<file path="src/ccrt_pkg.sv">
// shared types and constants of the camera command reply tracker
// no dependencies; used by every module

package ccrt_pkg;

	// item operation codes
	localparam logic [1:0] OP_START = 2'd0;
	localparam logic [1:0] OP_BYTE  = 2'd1;
	localparam logic [1:0] OP_TICK  = 2'd2;

	// start modes
	localparam logic [1:0] MODE_ACK        = 2'd0;
	localparam logic [1:0] MODE_COMPLETION = 2'd1;
	localparam logic [1:0] MODE_INQUIRY    = 2'd2;
	localparam logic [1:0] MODE_RESERVED   = 2'd3;

	// result status codes
	localparam logic [2:0] ST_OK            = 3'd0;
	localparam logic [2:0] ST_SYNTAX        = 3'd1;
	localparam logic [2:0] ST_BUFFER_FULL   = 3'd2;
	localparam logic [2:0] ST_CANCELLED     = 3'd3;
	localparam logic [2:0] ST_NO_SOCKETS    = 3'd4;
	localparam logic [2:0] ST_NOT_EXEC      = 3'd5;
	localparam logic [2:0] ST_TIMEOUT       = 3'd6;
	localparam logic [2:0] ST_BCAST_INQUIRY = 3'd7;

	// configuration register indexes
	localparam logic REG_ACK_TIMEOUT        = 1'b0;
	localparam logic REG_COMPLETION_TIMEOUT = 1'b1;

	localparam logic [15:0] ACK_TIMEOUT_RESET        = 16'd1000;
	localparam logic [15:0] COMPLETION_TIMEOUT_RESET = 16'd5000;

	// protocol bytes and nibbles
	localparam logic [3:0] ADDR_BROADCAST = 4'h8;
	localparam logic [7:0] BYTE_TERM      = 8'hff;
	localparam logic [7:0] BYTE_ERROR     = 8'h60;
	localparam logic [7:0] BYTE_INQ_ANS   = 8'h50;
	localparam logic [3:0] NIB_ACK        = 4'h4;
	localparam logic [3:0] NIB_COMPLETION = 4'h5;
	localparam logic [7:0] ERR_SYNTAX     = 8'h02;
	localparam logic [7:0] ERR_BUF_FULL   = 8'h03;
	localparam logic [7:0] ERR_CANCELLED  = 8'h04;
	localparam logic [7:0] ERR_NO_SOCKETS = 8'h05;
	localparam logic [7:0] ERR_NOT_EXEC   = 8'h41;

	// classified command kinds passed from front to back
	typedef enum logic [1:0] {
		KIND_START,
		KIND_BYTE,
		KIND_TICK
	} kind_t;

	typedef struct packed {
		kind_t      kind;
		logic [1:0] mode;
		logic [3:0] dest_address;
		logic       broadcast;
		logic [7:0] rx_byte;
		logic       term;
	} cmd_t;

endpackage

</file>
<file path="src/ccrt_if.sv">
// channel interfaces: command items, results and configuration writes
// depends on nothing; the field widths are fixed here and match ccrt_pkg

interface ccrt_item_if;
	logic       valid;
	logic       ready;
	logic [1:0] operation;
	logic [1:0] mode;
	logic [3:0] dest_address;
	logic [7:0] rx_byte;

	modport source(output valid, operation, mode, dest_address, rx_byte, input ready);
	modport sink(input valid, operation, mode, dest_address, rx_byte, output ready);
endinterface

interface ccrt_result_if;
	logic       valid;
	logic       ready;
	logic [2:0] status;
	logic [3:0] socket_number;
	logic [4:0] reply_length;

	modport source(output valid, status, socket_number, reply_length, input ready);
	modport sink(input valid, status, socket_number, reply_length, output ready);
endinterface

interface ccrt_cfg_if;
	logic        valid;
	logic        ready;
	logic        index;
	logic [15:0] data;

	modport source(output valid, index, data, input ready);
	modport sink(input valid, index, data, output ready);
endinterface

</file>
<file path="src/camera_command_reply_tracker.sv">
// top level of the camera command reply tracker
// depends on ccrt_pkg, ccrt_if, ccrt_front, ccrt_back

// Follows one camera command transaction at a time. A start item names the
// camera address and the mode (acknowledge only, acknowledge then completion,
// inquiry); received bytes are gathered into reply frames ending at 0xff and
// judged against the transaction; tick items run the timeout. A result is
// given only when the transaction ends. Throughput is one item per clock
// while the back end does not stall: the front end classifies and queues an
// item in the cycle it is accepted, and the back end executes it from the
// two-entry queue and loads the result register.
// The back end stalls only while the result register holds a result that
// has not been taken; the queue lets the input keep flowing for up to two
// more items meanwhile. Configuration writes are taken every cycle and must
// only happen while no transaction is in flight.

module camera_command_reply_tracker #(
	parameter int MAX_FRAME = 16
) (
	input  logic          clk,
	input  logic          arst_n,
	ccrt_item_if.sink     item,
	ccrt_cfg_if.sink      cfg,
	ccrt_result_if.source result
);

	// front to back queue head
	logic            q_valid;
	ccrt_pkg::cmd_t  q_head;
	logic            q_pop;

	// accept and classify, drops reserved operations and modes
	ccrt_front u_front (
		.clk        (clk),
		.arst_n     (arst_n),
		.item       (item),
		.head_valid (q_valid),
		.head       (q_head),
		.pop        (q_pop)
	);

	// transaction engine and result register
	ccrt_back #(
		.MAX_FRAME (MAX_FRAME)
	) u_back (
		.clk        (clk),
		.arst_n     (arst_n),
		.head_valid (q_valid),
		.head       (q_head),
		.pop        (q_pop),
		.cfg        (cfg),
		.result     (result)
	);

	// an accepted tick always lands in the queue
	a_tick_queued: assert property (@(posedge clk) disable iff (!arst_n)
		(item.valid && item.ready && item.operation == ccrt_pkg::OP_TICK) |=> q_valid)
		else $error("accepted tick missing from queue");

	// one-byte frames never end a transaction
	a_no_short_frame: assert property (@(posedge clk) disable iff (!arst_n)
		result.valid |-> (result.reply_length != 5'd1))
		else $error("result from one-byte frame");

	// timeouts and broadcast inquiries carry no frame
	a_no_len_on_timeout: assert property (@(posedge clk) disable iff (!arst_n)
		(result.valid && (result.status == ccrt_pkg::ST_TIMEOUT
			|| result.status == ccrt_pkg::ST_BCAST_INQUIRY)) |-> (result.reply_length == 5'd0))
		else $error("frame length on timeout or broadcast");

	// no result is produced while the queue was empty the cycle before
	a_result_has_cause: assert property (@(posedge clk) disable iff (!arst_n)
		$rose(result.valid) |-> $past(q_valid))
		else $error("result without a queued item");

endmodule

</file>
<file path="src/ccrt_front.sv">
// front end: accepts items, drops meaningless ones, classifies the rest
// and holds them in a two-entry queue; depends on ccrt_pkg, ccrt_if

module ccrt_front (
	input  logic              clk,
	input  logic              arst_n,
	ccrt_item_if.sink         item,
	output logic              head_valid,
	output ccrt_pkg::cmd_t    head,
	input  logic              pop
);

	logic [1:0]      fill_q;
	logic            wr_ptr_q;
	logic            rd_ptr_q;
	ccrt_pkg::cmd_t  slot_q [2];
	ccrt_pkg::cmd_t  cls;
	logic            keep;
	logic            push;
	logic            do_pop;

	assign item.ready = (fill_q != 2'd2);

	// classify
	always_comb begin
		cls.mode         = item.mode;
		cls.dest_address = item.dest_address;
		cls.broadcast    = (item.dest_address == ccrt_pkg::ADDR_BROADCAST);
		cls.rx_byte      = item.rx_byte;
		cls.term         = (item.rx_byte == ccrt_pkg::BYTE_TERM);
		keep             = 1'b1;
		unique case (item.operation)
			ccrt_pkg::OP_START: begin
				cls.kind = ccrt_pkg::KIND_START;
				keep     = (item.mode != ccrt_pkg::MODE_RESERVED);
			end
			ccrt_pkg::OP_BYTE: cls.kind = ccrt_pkg::KIND_BYTE;
			ccrt_pkg::OP_TICK: cls.kind = ccrt_pkg::KIND_TICK;
			default: begin
				cls.kind = ccrt_pkg::KIND_TICK;
				keep     = 1'b0;
			end
		endcase
	end

	assign push       = item.valid && item.ready && keep;
	assign head_valid = (fill_q != 2'd0);
	assign head       = slot_q[rd_ptr_q];
	assign do_pop     = pop && head_valid;

	always_ff @(posedge clk or negedge arst_n) begin
		if (!arst_n) begin
			fill_q   <= 2'd0;
			wr_ptr_q <= 1'b0;
			rd_ptr_q <= 1'b0;
		end else begin
			if (push)
				wr_ptr_q <= ~wr_ptr_q;
			if (do_pop)
				rd_ptr_q <= ~rd_ptr_q;
			if (push && !do_pop)
				fill_q <= fill_q + 2'd1;
			else if (do_pop && !push)
				fill_q <= fill_q - 2'd1;
		end
	end

	always_ff @(posedge clk) begin
		if (push)
			slot_q[wr_ptr_q] <= cls;
	end

endmodule

</file>
<file path="src/ccrt_back.sv">
// back end: transaction state, frame gathering, reply judging, timeouts
// and the result register; depends on ccrt_pkg, ccrt_if

module ccrt_back #(
	parameter int MAX_FRAME = 16
) (
	input  logic              clk,
	input  logic              arst_n,
	input  logic              head_valid,
	input  ccrt_pkg::cmd_t    head,
	output logic              pop,
	ccrt_cfg_if.sink          cfg,
	ccrt_result_if.source     result
);

	localparam int CNT_W = $clog2(MAX_FRAME);

	localparam logic [1:0] PH_IDLE       = 2'd0;
	localparam logic [1:0] PH_ACK        = 2'd1;
	localparam logic [1:0] PH_COMPLETION = 2'd2;
	localparam logic [1:0] PH_INQUIRY    = 2'd3;

	logic [15:0]      ack_limit_q;
	logic [15:0]      comp_limit_q;
	logic [1:0]       phase_q;
	logic [1:0]       mode_q;
	logic [3:0]       target_q;
	logic [3:0]       socket_q;
	logic [7:0]       frame_head_q [4];
	logic [CNT_W-1:0] count_q;
	logic             overrun_q;
	logic [15:0]      elapsed_q;

	logic             out_valid_q;
	logic [2:0]       out_status_q;
	logic [3:0]       out_socket_q;
	logic [4:0]       out_len_q;

	logic             exec;
	logic             head_slot;
	logic [CNT_W:0]   len_wide;
	logic [4:0]       len;
	logic [7:0]       h1;
	logic             src_match;
	logic [2:0]       err_status;
	logic             err_hit;
	logic [15:0]      elapsed_inc;
	logic [15:0]      limit;

	// result
	logic             fin;
	logic [2:0]       fin_status;
	logic [3:0]       fin_socket;
	logic [4:0]       fin_len;
	logic             ack_capture;

	assign cfg.ready = 1'b1;

	always_ff @(posedge clk or negedge arst_n) begin
		if (!arst_n) begin
			ack_limit_q  <= ccrt_pkg::ACK_TIMEOUT_RESET;
			comp_limit_q <= ccrt_pkg::COMPLETION_TIMEOUT_RESET;
		end else if (cfg.valid) begin
			unique case (cfg.index)
				ccrt_pkg::REG_ACK_TIMEOUT:        ack_limit_q  <= cfg.data;
				ccrt_pkg::REG_COMPLETION_TIMEOUT: comp_limit_q <= cfg.data;
				default: ;
			endcase
		end
	end

	assign exec = head_valid && (!out_valid_q || result.ready);
	assign pop  = exec;

	assign head_slot = ({1'b0, count_q} < (CNT_W+1)'(4));
	assign len_wide  = {1'b0, count_q} + (CNT_W+1)'(1);
	assign len       = 5'(len_wide);
	// on a two-byte frame the second byte is the terminator arriving now
	assign h1        = (count_q == CNT_W'(1)) ? ccrt_pkg::BYTE_TERM : frame_head_q[1];
	assign src_match = !target_q[3] && (frame_head_q[0][7:4] == {1'b1, target_q[2:0]});

	always_comb begin
		unique case (frame_head_q[2])
			ccrt_pkg::ERR_SYNTAX:     err_status = ccrt_pkg::ST_SYNTAX;
			ccrt_pkg::ERR_BUF_FULL:   err_status = ccrt_pkg::ST_BUFFER_FULL;
			ccrt_pkg::ERR_CANCELLED:  err_status = ccrt_pkg::ST_CANCELLED;
			ccrt_pkg::ERR_NO_SOCKETS: err_status = ccrt_pkg::ST_NO_SOCKETS;
			ccrt_pkg::ERR_NOT_EXEC:   err_status = ccrt_pkg::ST_NOT_EXEC;
			default:                  err_status = ccrt_pkg::ST_OK;
		endcase
	end

	// a four-byte frame always ends in the terminator, so only the middle bytes matter
	assign err_hit = (len == 5'd4) && (h1 == ccrt_pkg::BYTE_ERROR)
		&& (err_status != ccrt_pkg::ST_OK);

	assign elapsed_inc = (elapsed_q == 16'hffff) ? elapsed_q : elapsed_q + 16'd1;
	assign limit       = (mode_q == ccrt_pkg::MODE_COMPLETION) ? comp_limit_q : ack_limit_q;

	// outcome of the item executing this cycle
	always_comb begin
		fin         = 1'b0;
		fin_status  = ccrt_pkg::ST_OK;
		fin_socket  = socket_q;
		fin_len     = 5'd0;
		ack_capture = 1'b0;
		if (exec) begin
			unique case (head.kind)
				ccrt_pkg::KIND_START: begin
					if (head.broadcast) begin
						fin        = 1'b1;
						fin_socket = 4'd0;
						fin_status = (head.mode == ccrt_pkg::MODE_INQUIRY)
							? ccrt_pkg::ST_BCAST_INQUIRY : ccrt_pkg::ST_OK;
					end
				end
				ccrt_pkg::KIND_BYTE: begin
					// overrun or lone terminator drops the frame
					if (phase_q != PH_IDLE && head.term && !overrun_q && (count_q != '0)
						&& src_match) begin
						priority if (err_hit) begin
							fin        = 1'b1;
							fin_status = err_status;
							fin_len    = len;
						end else if (phase_q == PH_ACK) begin
							if (len == 5'd3 && h1[7:4] == ccrt_pkg::NIB_ACK) begin
								if (mode_q == ccrt_pkg::MODE_COMPLETION) begin
									ack_capture = 1'b1;
								end else begin
									fin        = 1'b1;
									fin_socket = h1[3:0];
									fin_len    = len;
								end
							end
						end else if (phase_q == PH_COMPLETION) begin
							if (len == 5'd3 && h1 == {ccrt_pkg::NIB_COMPLETION, socket_q}) begin
								fin     = 1'b1;
								fin_len = len;
							end
						end else begin
							if (h1 == ccrt_pkg::BYTE_INQ_ANS) begin
								fin     = 1'b1;
								fin_len = len;
							end
						end
					end
				end
				ccrt_pkg::KIND_TICK: begin
					if (phase_q != PH_IDLE && elapsed_inc >= limit) begin
						fin        = 1'b1;
						fin_status = ccrt_pkg::ST_TIMEOUT;
					end
				end
				default: ;
			endcase
		end
	end

	always_ff @(posedge clk or negedge arst_n) begin
		if (!arst_n) begin
			phase_q   <= PH_IDLE;
			mode_q    <= ccrt_pkg::MODE_ACK;
			target_q  <= 4'd0;
			socket_q  <= 4'd0;
			count_q   <= '0;
			overrun_q <= 1'b0;
			elapsed_q <= 16'd0;
		end else if (exec) begin
			unique case (head.kind)
				ccrt_pkg::KIND_START: begin
					mode_q    <= head.mode;
					target_q  <= head.dest_address;
					socket_q  <= 4'd0;
					elapsed_q <= 16'd0;
					count_q   <= '0;
					overrun_q <= 1'b0;
					if (head.broadcast) begin
						phase_q <= PH_IDLE;
					end else begin
						phase_q <= (head.mode == ccrt_pkg::MODE_INQUIRY)
							? PH_INQUIRY : PH_ACK;
					end
				end
				ccrt_pkg::KIND_BYTE: begin
					if (phase_q != PH_IDLE) begin
						if (!head.term) begin
							if (count_q >= CNT_W'(MAX_FRAME - 1)) begin
								overrun_q <= 1'b1;
							end else begin
								count_q <= count_q + CNT_W'(1);
							end
						end else begin
							count_q   <= '0;
							overrun_q <= 1'b0;
							if (fin) begin
								phase_q <= PH_IDLE;
							end else if (ack_capture) begin
								socket_q <= h1[3:0];
								phase_q  <= PH_COMPLETION;
							end
						end
					end
				end
				ccrt_pkg::KIND_TICK: begin
					if (phase_q != PH_IDLE) begin
						elapsed_q <= elapsed_inc;
						if (fin) begin
							phase_q   <= PH_IDLE;
							count_q   <= '0;
							overrun_q <= 1'b0;
						end
					end
				end
				default: ;
			endcase
		end
	end

	// first four bytes of the frame, terminator included
	always_ff @(posedge clk) begin
		if (exec && head.kind == ccrt_pkg::KIND_BYTE && phase_q != PH_IDLE && head_slot
			&& (head.term || count_q < CNT_W'(MAX_FRAME - 1)))
			frame_head_q[count_q[1:0]] <= head.rx_byte;
	end

	always_ff @(posedge clk or negedge arst_n) begin
		if (!arst_n) begin
			out_valid_q <= 1'b0;
		end else if (exec && fin) begin
			out_valid_q <= 1'b1;
		end else if (result.ready) begin
			out_valid_q <= 1'b0;
		end
	end

	always_ff @(posedge clk) begin
		if (exec && fin) begin
			out_status_q <= fin_status;
			out_socket_q <= fin_socket;
			out_len_q    <= fin_len;
		end
	end

	assign result.valid         = out_valid_q;
	assign result.status        = out_status_q;
	assign result.socket_number = out_socket_q;
	assign result.reply_length  = out_len_q;

endmodule

</file>
<file path="src/flat_wrapper.sv">
// flat-port wrapper written by rule: the top's interface ports become plain ports
module camera_command_reply_tracker_flat 
#(
	parameter int MAX_FRAME = 16
)
  (clk, arst_n, item_valid, item_operation, item_mode, item_dest_address, item_rx_byte, item_ready, cfg_valid, cfg_index, cfg_data, cfg_ready, result_valid, result_status, result_socket_number, result_reply_length, result_ready);
  ccrt_item_if item_i ();
  ccrt_cfg_if cfg_i ();
  ccrt_result_if result_i ();
  input  logic clk;
  input  logic arst_n;
  input wire logic [$bits(item_i.valid)-1:0] item_valid;
  input wire logic [$bits(item_i.operation)-1:0] item_operation;
  input wire logic [$bits(item_i.mode)-1:0] item_mode;
  input wire logic [$bits(item_i.dest_address)-1:0] item_dest_address;
  input wire logic [$bits(item_i.rx_byte)-1:0] item_rx_byte;
  output wire logic [$bits(item_i.ready)-1:0] item_ready;
  input wire logic [$bits(cfg_i.valid)-1:0] cfg_valid;
  input wire logic [$bits(cfg_i.index)-1:0] cfg_index;
  input wire logic [$bits(cfg_i.data)-1:0] cfg_data;
  output wire logic [$bits(cfg_i.ready)-1:0] cfg_ready;
  output wire logic [$bits(result_i.valid)-1:0] result_valid;
  output wire logic [$bits(result_i.status)-1:0] result_status;
  output wire logic [$bits(result_i.socket_number)-1:0] result_socket_number;
  output wire logic [$bits(result_i.reply_length)-1:0] result_reply_length;
  input wire logic [$bits(result_i.ready)-1:0] result_ready;
  assign item_i.valid = item_valid;
  assign item_i.operation = item_operation;
  assign item_i.mode = item_mode;
  assign item_i.dest_address = item_dest_address;
  assign item_i.rx_byte = item_rx_byte;
  assign item_ready = item_i.ready;
  assign cfg_i.valid = cfg_valid;
  assign cfg_i.index = cfg_index;
  assign cfg_i.data = cfg_data;
  assign cfg_ready = cfg_i.ready;
  assign result_valid = result_i.valid;
  assign result_status = result_i.status;
  assign result_socket_number = result_i.socket_number;
  assign result_reply_length = result_i.reply_length;
  assign result_i.ready = result_ready;
  camera_command_reply_tracker #(.MAX_FRAME(MAX_FRAME)) u_core (.clk(clk), .arst_n(arst_n), .item(item_i), .cfg(cfg_i), .result(result_i));
endmodule
</file>
<file path="config.mk">
export PLATFORM = sky130hd
export DESIGN_NAME = camera_command_reply_tracker_flat
export DESIGN_NICKNAME = d
export VERILOG_FILES = /design/src/ccrt_pkg.sv /design/src/ccrt_if.sv /design/src/camera_command_reply_tracker.sv /design/src/ccrt_front.sv /design/src/ccrt_back.sv /design/src/flat_wrapper.sv
export SDC_FILE = /design/constraint.sdc
export NUM_CORES = 1
export LEC_CHECK = 0
export BUFFER_PORTS_ARGS = -buffer_cell sky130_fd_sc_hd__buf_4
export CAP_MARGIN = 20
export CORE_ASPECT_RATIO = 1.4
export CORE_UTILIZATION = 35
export DETAILED_ROUTE_END_ITERATION = 10
export GPL_ROUTABILITY_DRIVEN = 0
export GPL_TIMING_DRIVEN = 0
export PLACE_DENSITY_LB_ADDON = 0.05
export REMOVE_ABC_BUFFERS = 1
export SLEW_MARGIN = 20
export SYNTH_ARGS = -nofsm -noshare
export SYNTH_HDL_FRONTEND = slang
export SYNTH_SLANG_ARGS = --single-unit
</file>
<file path="constraint.sdc">
create_clock -name clk -period 4.3 [get_ports clk]
set_input_delay 0.645 -clock clk [delete_from_list [all_inputs] [get_ports clk]]
set_output_delay 0.645 -clock clk [all_outputs]
set_load 0.005 [all_outputs]
</file>
**Yosys cells after proc, flatten, opt, wreduce, memory -nomap -nowiden**

Memory sizes are Yosys's and may differ from the RTL's.
Cells that the tools add are included.

- Input port bits: 38
- Bits in writable memories: 68
- Register bits: 82
- Memories: 2
- Output and inout bits: 15

Memory list:

| name | words | width | read ports | clocked after Yosys merged registers in | write ports | RTL line | text |
|---|---|---|---|---|---|---|---|
| u_core.u_front.slot_q | 2 | 18 | 1 | 0 | 1 | ccrt_front.sv:16 | `ccrt_pkg::cmd_t slot_q [2];` |
| u_core.u_back.frame_head_q | 4 | 8 | 3 | 0 | 1 | ccrt_back.sv:29 | `logic [7:0] frame_head_q [4];` |

- $lt $le $gt $ge: 4
- Add/subtract/negate cells: 5
- Reductions and logical operators: 49
- Multiplexer cells: 82
- Bitwise gates (word level): 3
- Equal/unequal tests: 35

Operators by type and width:

| cell | number |
|---|---|
| 2-to-1 mux 4 bit | 16 |
| 2-to-1 mux 16 bit | 3 |
| 2-to-1 mux 5 bit | 7 |
| one-hot mux 16 bit (2 select lines) | 1 |
| 2-to-1 mux 1 bit | 29 |
| == test 8 x 7 -> 1 bit, second input constant | 3 |
| logical AND 1 bit | 21 |
| 2-to-1 mux 2 bit | 10 |
| AND reduction 6 bit | 3 |
| adder 16 x 1 -> 16 bit, second input constant | 1 |
| == test 16 bit, second input constant | 1 |
| == test 8 x 2 -> 1 bit, second input constant | 2 |
| == test 8 x 3 -> 1 bit, second input constant | 2 |
| greater-or-equal comparator 16 bit | 1 |
| inequality test 2 bit, second input constant | 8 |
| one-hot mux 4 bit (2 select lines) | 2 |
| 2-to-1 mux 3 bit | 5 |
| one-hot mux 3 bit (5 select lines) | 1 |
| one-hot mux 4 bit (3 select lines) | 1 |
| nonzero test 2 bit | 6 |
| inequality test 3 bit, second input constant | 3 |
| one-hot mux 3 bit (3 select lines) | 1 |
| == test 2 x 1 -> 1 bit, second input constant | 4 |
| == test 2 bit, second input constant | 4 |
| 30 further kinds | 43 |

**Depth between registers and ports, before layout**

Gate-level depths: netlist of run 1.

- Depth after elaboration: 15
- Mapped depth: 18
- Mapped depth without buffers: 16

**By module**

A second synthesis of run 1 with hierarchy kept.

- Cells, all modules: 569
- Area total of the unflattened synthesis: 6,955.4 sq um

By module, submodules not included:

| module | times used | area each (sq um) | cells an instance | sequential area each (sq um) |
|---|---|---|---|---|
| ccrt_back | 1 | 5,305.1 | 482 | 2,626.3 |
| ccrt_front | 1 | 1,650.3 | 87 | 1,181.1 |

**Least setup slack after synthesis of run 1**

OpenSTA, ideal clock, no wires.

- Path kind: reg-to-reg
- From: register u_core.u_back.elapsed_q[4]
- To: register u_core.u_back.out_len_q[0] (netlist: u_core.u_back.result.reply_length[0]), enable pin
- Arrival: 3.679 ns
- Path buffers: 2
- Setup time: 0.303 ns
- Setup slack: 0.318 ns
- Period minus slack after synthesis: 3.982 ns
- Cell stages (with the launch flop): 18
- Data required time: 3.997 ns
- Cells stage by stage: dfrtp_1 -> and3_1 -> and4_1 -> and3_1 -> nand2b_1 -> clkbuf_1 -> nand4_1 -> nor2_1 -> xor2_1 -> ha_1 -> a21oi_1 -> nand2_1 -> nor3_1 -> a21oi_1 -> and3_1 -> o31ai_1 -> clkbuf_1 -> inv_1

- Word-level cells in the longest chain between the ends: 8
- Elaborated cells between the ends (all ways): 9
- Those cells by class: add/sub: 1; order compare: 1; eq/ne: 1; mux: 4; reduce/logical: 2

RTL lines:

| element | RTL line | text |
|---|---|---|
| start, declared | ccrt_back.sv:32 | `logic [15:0] elapsed_q;` |
| start signal, assigned | ccrt_back.sv:206 | `elapsed_q <= elapsed_inc;` |
| adder 16 x 1 -> 16 bit or == test 16 bit (tied branches) | ccrt_back.sv:97 | `assign elapsed_inc = (elapsed_q == 16'hffff) ? elapsed_q : elapsed_q + 16'd1;` |
| 2-to-1 mux 16 bit * | ccrt_back.sv:97 |  |
| greater-or-equal comparator 16 bit * | ccrt_back.sv:149 | `if (phase_q != PH_IDLE && elapsed_inc >= limit) begin` |
| logical AND 1 bit * | ccrt_back.sv:149 |  |
| 2-to-1 mux 1 bit * | ccrt_back.sv:149 |  |
| one-hot mux 1 bit (3 select lines) * | ccrt_back.sv:108 | `unique case (head.kind)` |
| 2-to-1 mux 1 bit * | ccrt_back.sv:107 | `if (exec) begin` |
| logical AND 1 bit * | ccrt_back.sv:237 | `if (exec && fin) begin` |
| end signal, assigned | ccrt_back.sv:240 | `out_len_q <= fin_len;` |
| end, declared | ccrt_back.sv:37 | `logic [4:0] out_len_q;` |

Mark *: on every way between the ends. The rest lies on a longest branch, timed or not.
A chain may end at the register's enable or synchronous reset.

**Worst setup path after layout of run 1**

- From: register u_core.u_back.elapsed_q[3]
- To: register u_core.u_back.phase_q[0]

- Word-level cells in the longest chain between the ends: 11
- Elaborated cells between the ends (all ways): 15
- Those cells by class: add/sub: 1; order compare: 1; eq/ne: 3; mux: 8; reduce/logical: 2

RTL lines:

| element | RTL line | text |
|---|---|---|
| adder 16 x 1 -> 16 bit or == test 16 bit (tied branches) | ccrt_back.sv:97 |  |
| 2-to-1 mux 16 bit * | ccrt_back.sv:97 |  |
| greater-or-equal comparator 16 bit * | ccrt_back.sv:149 |  |
| logical AND 1 bit * | ccrt_back.sv:149 |  |
| 2-to-1 mux 1 bit * | ccrt_back.sv:149 |  |
| one-hot mux 1 bit (3 select lines) * | ccrt_back.sv:108 |  |
| 2-to-1 mux 1 bit * | ccrt_back.sv:107 |  |
| 2-to-1 mux 2 bit | ccrt_back.sv:195 | `if (fin) begin` |
| 2-to-1 mux 2 bit | ccrt_back.sv:186 | `if (!head.term) begin` |
| 2-to-1 mux 2 bit | ccrt_back.sv:185 | `if (phase_q != PH_IDLE) begin` |
| one-hot mux 2 bit (3 select lines) | ccrt_back.sv:169 | `unique case (head.kind)` |
| end signal, assigned | ccrt_back.sv:180 | `phase_q <= (head.mode == ccrt_pkg::MODE_INQUIRY)` |
| end, declared | ccrt_back.sv:25 | `logic [1:0] phase_q;` |

Mark *: on every way between the ends. The rest lies on a longest branch, timed or not. The select of a mux whose other input is x is not followed.

==> flow_summary_export.csv, run 1 <==
group,metric,value,unit
clocking,path_clk_slew,0.06,ns
clocking,root_buffer,"clkbuf_16",
synth,synth_top_area_share,29.2,%
setup_path,r2r_start,"u_core.u_back.elapsed_q[3]",
timing,finalMaxSlewViolations,0,
power,p_leak,3.33,nW
route,vias,4670,
job,maxCapViolations,0,
route,drc,0,
synth,yosysSeqAreaShare,54.4,%
route,wirelength,15.5,mm
synth,ys_seq_elements,138,
finish,drive_gt1_share,25.9,%
global_routing,grt_pass1_wl,24.7,mm
finish,nets,709,
finish,layout_commonest_cell,"edfxtp_1",
synth,netlist-cell-type-count,64,
global_routing,grt_max_degree,71,
clocking,cts_tree,"yes",
synth,synthTopCellsByArea,"edfxtp_1 29%, dfrtp_1 21%, mux2_2 7.2%",
die,io_pins,53,
setup_path,r2r_setup_slack,0.19,ns
setup_path,crit_chain,"and2_1 -> and4_2 -> and3_1 -> nand2b_4 -> nand4_1 -> nor2_1 -> xor2_1 -> ha_1 -> a21oi_1 -> nand2_1 -> nor3_2 -> a21oi_2 -> and3_1 -> o31ai_4 -> a311o_1 -> mux2_1",
die,initial_core_util,36.1,%
outcome,status,"complete, no violations",
setup_path,crit_path_end_kind,"register",
finish,layout_common_cells,"68 x edfxtp_1, 58 x dfrtp_1, 55 x buf_4",
finish,finish.utilization,43.5,%
global_routing,antenna_found_initial,0,
synth,yosys_warnings,0,
power,pwr_density_cell,550,mW/mm^2
place,io_buffers,51,
setup_path,crit_path_top_delay_cell,"dfrtp_1",
setup_path,slowest_delay,0.42,ns
route,dr.pass1.iters,4,
setup_path,reg2reg_to,"u_core.u_back.phase_q[0]",
synth,synth-edff-count,68,
route,detail-route-antenna-nets,0,
synth,yosys.area.top_type,"edfxtp_1",
place,dp_hpwl,11.3,mm
synth,postSynthCellCount,582,
timing,report.final.hold_viol_count,0,
setup_path,r2r_cells,16,
setup_path,cp-startpoint,"u_core.u_back.elapsed_q[3]",
clocking,htreeDepth,4,
timing,report.final.setup_viol,0,
timing,max_freq,243,MHz
timing,whs,0.373,ns
power,ir_drop,0.293,mV
finish,area_growth,20.5,%
hold_path,hold_path_class,"in -> async",
global_routing,grt_pass1_vias,4790,
die,die_width,122,um
timing,finClkSkew,0.00820,ns
timing,post-route-period-util,95.6,%
clocking,cts_buffers,17,
route,drt_iter0_drc,226,
global_routing,grt.total_usage,15.9,%
die,fp-row-count,60,
die,fp.coreArea,0.0194,mm^2
finish,fillers,1825,
timing,min_period,4.11,ns
route,wl_per_cell,17.2,um
setup_path,critPathArrivalTime,4.40,ns
setup_path,path_max_fanout,11,
route,viasPerCell,5.18,
clocking,clk_latency,0.41,ns
global_routing,overflow,0,
setup_path,setup.worst_path.start_class,"register",
synth,synthArstFlopShare,50.7,%
setup_path,crit_type,"reg -> reg",
die,die-area,0.0206,mm^2
timing,maxSlewHeadroom,35.4,%
timing,rsz0062_at_grt,"false",
setup_path,worstPathRequired,4.59,ns
setup_path,path_common_cell,"and3_1",
synth,netlist_area,0.00700,mm^2
finish,antenna_cells,0,
synth,synth.avg_cell_area,12.0,um^2
synth,synthFlopType,"edfxtp_1",
timing,worst_pin_slew,0.969,ns
die,dieHeight,169,um
clocking,cts.sinks,138,
setup_path,endpoint,"u_core.u_back.phase_q[0]",
clocking,cts_buffer_depth,2,
-- through the flow --
stage                     cell area, um^2  setup slack (ns)  cells  power [mW]  TNS [ns]
after floorplan                      6900           -0.0277    561        2.58    -0.283
after global placement               7590             -2.27    860        2.96    -48.13
after detailed placement             7680            -0.364    865        3.05     -4.95
after CTS                            8380            0.0277    898        4.70         0
after global routing                 8430           0.00985    901        4.90         0
final                                8430             0.190    901        4.64         0
-- final cells by class --
cell class | count | area (um^2) | share of cell area, %
Sequential cell | 138 | 3810 | 45.2
Clock buffer | 20 | 457 | 5.42
Multi-Input combinational cell | 401 | 3080 | 36.5
Inverter | 22 | 86.3 | 1.02
Timing Repair Buffer | 60 | 494 | 5.86
Clock inverter | 12 | 194 | 2.30
Tap cell | 248 | 310 | 3.68
-- critical path: cells and delay by family (launching register included) --
family,cells,cell delay [ns]
AND/OR/NAND/NOR,9,1.81
AO/OA/AOI/OAI,4,0.89
flip-flops,1,0.42
multiplexers,1,0.32
adder cells (fa/ha/maj),1,0.31
XOR/XNOR,1,0.24
-- worst min path at each step --
stage	from	to	slack, ns	cells after the start
2_1_floorplan	arst_n	u_core.u_back.ack_limit_q[0]	0.35	0
3_3_place_gp	u_core.u_back.mode_q[0]	u_core.u_back.mode_q[0]	0.46	2
3_5_place_dp	u_core.u_back.mode_q[0]	u_core.u_back.mode_q[0]	0.48	2
4_1_cts	item_rx_byte[7]	u_core.u_front.slot_q[1][8]	0.40	1
5_1_grt	item_rx_byte[7]	u_core.u_front.slot_q[1][8]	0.40	1
6_report	arst_n	u_core.u_back.ack_limit_q[13]	0.37	1
-- logic make-up after synthesis --
kind of cell	share of synthesized area [%]
compound gates	9.33
xor+xnor	2.99
buf+inv	2.57
simple gates	14.4
flops	54.4
other cells	0.0536
mux	10.7
fa+ha+maj	5.54
-- registers in the layout (all words and copies together) (netlist names), 3 cells and up --
name,count
u_core.u_back.socket_q,4
u_core.u_back.result.socket_number,4
u_core.u_back.result.reply_length,5
u_core.u_back.ack_limit_q,16
u_core.u_back.count_q,4
u_core.u_back.elapsed_q,16
u_core.u_back.frame_head_q,20
u_core.u_back.result.status,3
u_core.u_front.slot_q,36
u_core.u_back.comp_limit_q,16
u_core.u_back.target_q,4
-- synth_stat cells, types with 5 or more instances --
| master | number |
|---|---|
| o21ai_0 | 26 |
| and2_1 | 7 |
| edfxtp_1 | 68 |
| ha_1 | 31 |
| clkbuf_1 | 14 |
| nand3_1 | 13 |
| nor2b_1 | 12 |
| nand4_1 | 9 |
| nand2b_1 | 9 |
| o31ai_1 | 9 |
| nand4b_1 | 5 |
| and3_1 | 10 |
| xnor2_1 | 15 |
| dfstp_2 | 11 |
| a32o_1 | 8 |
| mux2_2 | 45 |
| inv_1 | 22 |
| a21oi_1 | 17 |
| nor3_1 | 9 |
| and4_1 | 6 |
| nand2_1 | 40 |
| dfrtp_1 | 59 |
| mux2i_1 | 23 |
| nor2_1 | 36 |
| o221ai_1 | 5 |
| xor2_1 | 7 |
-- power breakdown --
part | total, mW | leakage, nW | switching, mW | internal, mW
registers | 1.81 | 1.49 | 0.174 | 1.64
logic | 1.22 | 1.54 | 0.692 | 0.529
clock network | 1.60 | 0.308 | 0.547 | 1.06
total | 4.64 | 3.33 | 1.41 | 3.22
-- what timing repair did --
item	in CTS	in global routing
resized for setup	4	8
pin swaps	0	2
hold buffers	0	0
endpoints found under the setup margin	21	21
setup buffers	1	3
-- per-layer routing --
layer  up-vias  track usage [%]  part of all wire, %
met2        53             30.3                   55
met5         -                0                    0
met3        19             3.09                  2.2
met1      2316             17.0                   41
li1       2282                -                    -
met4         0             6.01                  1.7
No activity file was read; power rests on OpenSTA's default activity.
==> inputs of run 2 (changes only) <==
CAP_MARGIN = 15   (was 20)
CORE_UTILIZATION = 53   (was 35)
==> run 2 against run 1 <==
Compared with the run above:
- hold slack lost 0.028 ns
- routed wire length is 11% lower
- highest routed layer unchanged
- register-to-register slack about the same
- critical endpoint unchanged
- largest cell class unchanged
==> flow_summary_export.csv, run 2 (synthesis results as in run 1) <==
group,metric,value,unit
outcome,status,"complete, no violations",
power,ir_drop,0.422,mV
route,wl_per_cell,17.2,um
timing,finClkSkew,0.00636,ns
finish,fin_area,0.00831,mm^2
setup_path,r2r_start,"u_core.u_back.elapsed_q[3]",
finish,largest_reg_flops,36,
power,power.switching,1.38,mW
clocking,cts.sinks,138,
power,pwr_density_cell,545,mW/mm^2
clocking,clk_latency,0.42,ns
setup_path,slowest_delay,0.41,ns
route,viasPerCell,5.83,
power,pwr-share-seq,39.9,%
timing,worst_pin_slew,0.924,ns
place,io_buffers,51,
finish,layout_commonest_cell,"edfxtp_1",
setup_path,cp.depth,16,
place,dpl_cell_area,0.00756,mm^2
finish,nets,709,
finish,top_register,"u_core.u_front.slot_q",
power,total_power,4.53,mW
route,detail-route-antenna-nets,0,
timing,report.final.hold_viol_count,0,
global_routing,antenna_found_initial,0,
clocking,root_buffer,"clkbuf_16",
clocking,cts_tree,"yes",
setup_path,critPathArrivalTime,4.42,ns
setup_path,crit_type,"reg -> reg",
clocking,path_clk_slew,0.06,ns
power,clkPwrFrac,33.4,%
job,maxCapViolations,0,
die,die-area,0.0137,mm^2
global_routing,grt_pass1_vias,4723,
global_routing,grt_max_degree,71,
setup_path,crit_path_top_delay_cell,"dfrtp_1",
timing,report.final.setup_viol,0,
setup_path,path_delay_family,"simple AND/OR/NAND/NOR gates",
timing,min_period,4.12,ns
hold_path,hold_path_class,"in -> async",
timing,finalMaxSlewViolations,0,
place,dp_hpwl,10.0,mm
setup_path,crit_path_end_kind,"register",
power,p_leak,3.35,nW
power,combPwrFrac,26.6,%
setup_path,r2r_cells,16,
timing,maxSlewHeadroom,38.4,%
setup_path,setup.worst_path.start_class,"register",
route,drt_iter0_drc,167,
finish,layout_common_cells,"68 x edfxtp_1, 58 x dfrtp_1, 55 x buf_4",
global_routing,grt.total_usage,21.3,%
timing,max_freq,242,MHz
die,io_pins,53,
timing,post-route-period-util,95.9,%
die,fp.coreArea,0.0129,mm^2
route,wirelength,13.8,mm
die,dieHeight,138,um
clocking,htreeDepth,4,
global_routing,overflow,0,
global_routing,grt_pass1_wl,22.0,mm
finish,area_growth,18.7,%
setup_path,worstPathRequired,4.59,ns
setup_path,critical_path_buf_inv_count,0,
finish,antenna_cells,0,
setup_path,crit_chain,"and2_2 -> and4_2 -> and3_1 -> nand2b_4 -> and4_4 -> nand2_1 -> xnor2_1 -> ha_1 -> a211oi_1 -> nand2_1 -> o2111ai_2 -> a21oi_2 -> and3_1 -> o31ai_4 -> a311o_1 -> mux2_1",
die,die_width,99.1,um
route,vias,4702,
power,p_int,3.14,mW
route,dr.pass1.iters,4,
finish,drive_gt1_share,26.6,%
die,fp-row-count,49,
clocking,cts_buffer_depth,2,
clocking,cts_buffers,17,
power,swShare,30.5,%
setup_path,cp-startpoint,"u_core.u_back.elapsed_q[3]",
route,drc,0,
setup_path,path_max_fanout,11,
die,initial_core_util,54.4,%
==> run 2: cell types whose count changed in the layout (fill, tap and decap cells not counted), sizes merged <==
cell      previous run  this run
clkbuf              20        23
bufinv               5         2
clkinvlp             4         2
buf                 60        59
clkinv               3         6
==> run 2: path summary, 6_finish.rpt <==
path	slack [ns]	end
setup / recovery	0.18	u_core.u_back.phase_q[0]
hold / removal	0.34	u_core.u_back.ack_limit_q[13]
setup reg to reg	0.18	u_core.u_back.phase_q[0]
hold reg to reg	0.49	u_core.u_back.mode_q[0]
max in group asynchronous	3.27	u_core.u_back.elapsed_q[4]
min in group clk	0.42	u_core.u_front.slot_q[0][13]
==> run 2: area by class of cell <==
type,instances,area [um^2]
fill,1001,4570
sequential,138,3810
multi-input combinational,401,3100
clock buffer,23,532
timing repair buffer,59,474
tap,153,191
clock inverter,9,104
inverter,22,86.3
timing repair inverter,1,7.51
==> run 2: worst register-to-register path, cell delays in order (launching register included) <==
cell       delay (ns)
dfrtp_1          0.41
and2_2           0.24
and4_2           0.28
and3_1           0.23
nand2b_4         0.16
and4_4           0.26
nand2_1          0.08
xnor2_1          0.14
ha_1             0.30
a211oi_1         0.20
nand2_1          0.09
o2111ai_2        0.24
a21oi_2          0.15
and3_1           0.28
o31ai_4          0.34
a311o_1          0.26
mux2_1           0.34
==> run 2: power groups by stage <==
stage | Sequential [mW] | Combinational [mW] | Clock (mW)
2_1_floorplan | 1.78 | 0.796 | 0
3_3_place_gp | 1.82 | 1.08 | 0
3_5_place_dp | 1.83 | 1.17 | 0
4_1_cts | 1.81 | 1.19 | 1.54
5_1_grt | 1.84 | 1.33 | 1.59
6_report | 1.81 | 1.21 | 1.51
==> run 2: through the flow <==
step	utilization [%]	hold slack, ns	setup WS (ns)	cells	setup TNS [ns]
2_1_floorplan	-	0.349	-0.0277	561	-0.283
3_3_place_gp	58.1	0.454	-1.83	765	-35.84
3_5_place_dp	58.7	0.480	-0.246	769	-3.26
4_1_cts	64.0	0.383	-0.0116	803	-0.0691
5_1_grt	64.5	0.407	-0.0682	806	-0.380
6_report	64.5	0.344	0.175	806	0
==> run 2: what timing repair did <==
action / CTS / global route
resized for setup: 5 / 12
setup endpoints to repair: 19 / 18
setup buffers: 1 / 3
hold buffers: 0 / 0
pin swaps: 1 / 2
gates cloned: 1 / 0
endpoints found under the hold margin: 0 / 0
==> run 2: per-layer routing <==
layer / GRT usage [%] / part of all wire (%) / up-vias
li1: - / - / 2286
met1: 21.2 / 38 / 2297
met2: 41.5 / 56 / 84
met3: 4.74 / 2.6 / 35
met4: 10.9 / 3.2 / 0
met5: 0 / 0 / -
==> inputs of run 3 (changes only) <==
clock period = 3.7 ns   (was 4.3 ns; I/O delays follow)
==> run 3 against run 2 <==
Compared with the run above:
- critical path depth is 1 lower
- register-to-register slack worse by 0.17 ns
- global-route usage is 0.38 points higher
- critical path type unchanged
- largest power group unchanged
==> flow_summary_export.csv, run 3 (synthesis results as in run 1) <==
group,metric,value,unit
outcome,status,"complete, no violations",
power,p_int,3.74,mW
global_routing,antenna_found_initial,0,
finish,drive_gt1_share,31.2,%
route,wirelength,14.3,mm
clocking,root_buffer,"clkbuf_16",
route,top_layer_used,"met4",
route,dr_wl_met2,7.99,mm
clocking,hold_buffers,0,
hold_path,hold_path_class,"in -> async",
finish,area_growth,22.9,%
setup_path,crit_path_end_kind,"register",
route,wl_per_cell,17.2,um
setup_path,worstPathRequired,3.99,ns
setup_path,crit_type,"reg -> reg",
finish,fin_area,0.00860,mm^2
setup_path,critPathArrivalTime,3.99,ns
power,pwr_density_cell,628,mW/mm^2
route,drc,0,
die,fp-row-count,49,
power,swShare,30.7,%
global_routing,grt_pass1_vias,4842,
timing,tns,0,ns
place,dpl_cell_area,0.00756,mm^2
power,p_leak,3.47,nW
setup_path,r2r_setup_slack,0.009,ns
clocking,path_clk_slew,0.06,ns
timing,worst_pin_slew,0.912,ns
power,pwr-share-seq,39.0,%
finish,layout_commonest_cell,"buf_4",
route,wl_met1,5.42,mm
place,place_ws,-0.846,ns
power,combPwrFrac,28.4,%
power,ir_drop,0.488,mV
setup_path,r2r_start,"u_core.u_back.elapsed_q[4]",
setup_path,path_max_fanout,5,
power,clkPwrFrac,32.6,%
route,vias,4820,
global_routing,grt_pass1_wl,22.4,mm
die,dieHeight,138,um
setup_path,setup.worst_path.start_class,"register",
timing,finalWorstSetupSlack,0.00906,ns
finish,layout_common_cells,"77 x buf_4, 68 x edfxtp_1, 56 x dfrtp_1",
route,dr.pass1.iters,4,
clocking,htreeDepth,4,
finish,antenna_cells,0,
finish,largest_reg_flops,36,
route,detail-route-antenna-nets,0,
clocking,cts.sinks,138,
timing,post-route-period-util,99.8,%
global_routing,overflow,0,
route,met3_wirelength,402,um
die,io_pins,53,
timing,maxSlewHeadroom,39.2,%
timing,rsz0062_at_grt,"true",
route,drt_iter0_drc,196,
die,fp.coreArea,0.0129,mm^2
timing,finalMaxSlewViolations,0,
place,io_buffers,51,
finish,top_register,"u_core.u_front.slot_q",
setup_path,reg2reg_to,"u_core.u_back.phase_q[0]",
die,die-area,0.0137,mm^2
timing,max_freq,271,MHz
place,dp_hpwl,10.0,mm
finish,nets,732,
timing,report.final.setup_viol,0,
clocking,clk_latency,0.42,ns
timing,report.final.hold_viol_count,0,
timing,min_period,3.69,ns
setup_path,r2r_cells,15,
die,initial_core_util,54.4,%
route,viasPerCell,5.81,
clocking,cts_tree,"yes",
global_routing,grt_max_degree,71,
job,maxCapViolations,0,
timing,finClkSkew,0.00711,ns
die,die_width,99.1,um
clocking,cts_buffer_depth,2,
clocking,cts_buffers,17,
global_routing,grt.total_usage,21.7,%
power,power.switching,1.66,mW
## run 3: changes by cell type in the layout (fill, tap and decap cells not counted), moves of 2 or more
cell and change:
a21oi_4 +2, and3_1 -3, and3_4 +3, buf_4 +22, dfrtp_1 -2, dfrtp_2 +2, ha_1 -3, ha_4 +3
mux2_4 +2
## run 3: worst max-delay path by stage
stage / start / endpoint / slack [ns]
floorplan: u_core.u_back.mode_q[1] / u_core.u_back.phase_q[0] / -0.63
global placement: u_core.u_back.mode_q[1] / u_core.u_back.result.socket_number[2] / -2.43
finish: u_core.u_back.elapsed_q[4] / u_core.u_back.phase_q[0] / 0.009
global route: u_core.u_back.elapsed_q[4] / u_core.u_back.phase_q[0] / -0.11
CTS: u_core.u_back.elapsed_q[2] / u_core.u_back.phase_q[0] / -0.08
detailed placement: u_core.u_back.elapsed_q[4] / u_core.u_back.result.socket_number[1] / -0.85
## run 3: repair_timing
item                       4_1_cts  5_1_grt
buffers inserted                15       13
pin swaps                        8       23
gates cloned                     1        0
setup endpoints to repair       26       19
resized for setup               24       18
## run 3: per-stage QoR
stage	power, mW	utilization [%]	hold WS [ns]	std cells
finish	5.40	66.8	0.254	829
global route	5.68	66.8	0.317	829
CTS	5.31	65.3	0.293	817
detailed placement	3.48	58.7	0.480	769
global placement	3.37	58.1	0.454	765
floorplan	3.00	-	0.259	561
## run 3: power by group through the flow
stage	clock network [mW]	registers, mW	logic (mW)
2_1_floorplan	0	2.07	0.925
3_3_place_gp	0	2.11	1.26
3_5_place_dp	0	2.13	1.36
4_1_cts	1.79	2.10	1.42
5_1_grt	1.85	2.14	1.70
6_report	1.76	2.11	1.54
## run 3: final cells by class
class / instances / area (um^2)
repair buffers: 82 / 651
flip-flops and latches: 138 / 3810
inverters: 22 / 86.3
multi-input cells: 401 / 3220
well taps: 153 / 191
clock buffers: 23 / 532
repair inverters: 1 / 7.51
clock inverters: 9 / 104
fillers: 962 / 4270
## run 3: critical path: stages, from the launching register on
cell      delay [ns]
dfrtp_2         0.40
and3_4          0.18
and4_4          0.20
and3_4          0.18
nand2b_4        0.09
and4_4          0.25
nand2_1         0.09
xnor2_2         0.27
ha_4            0.26
a21oi_4         0.18
nand2_1         0.11
nor3_4          0.21
a21oi_4         0.10
o41ai_4         0.49
a311o_1         0.23
mux2_4          0.31
## run 3: routing by layer
| metal | vias to the layer above | track usage [%] |
|---|---|---|
| met5 | - | 0 |
| met3 | 31 | 4.84 |
| met1 | 2368 | 21.5 |
| met4 | 0 | 11.8 |
| li1 | 2335 | - |
| met2 | 86 | 42.0 |
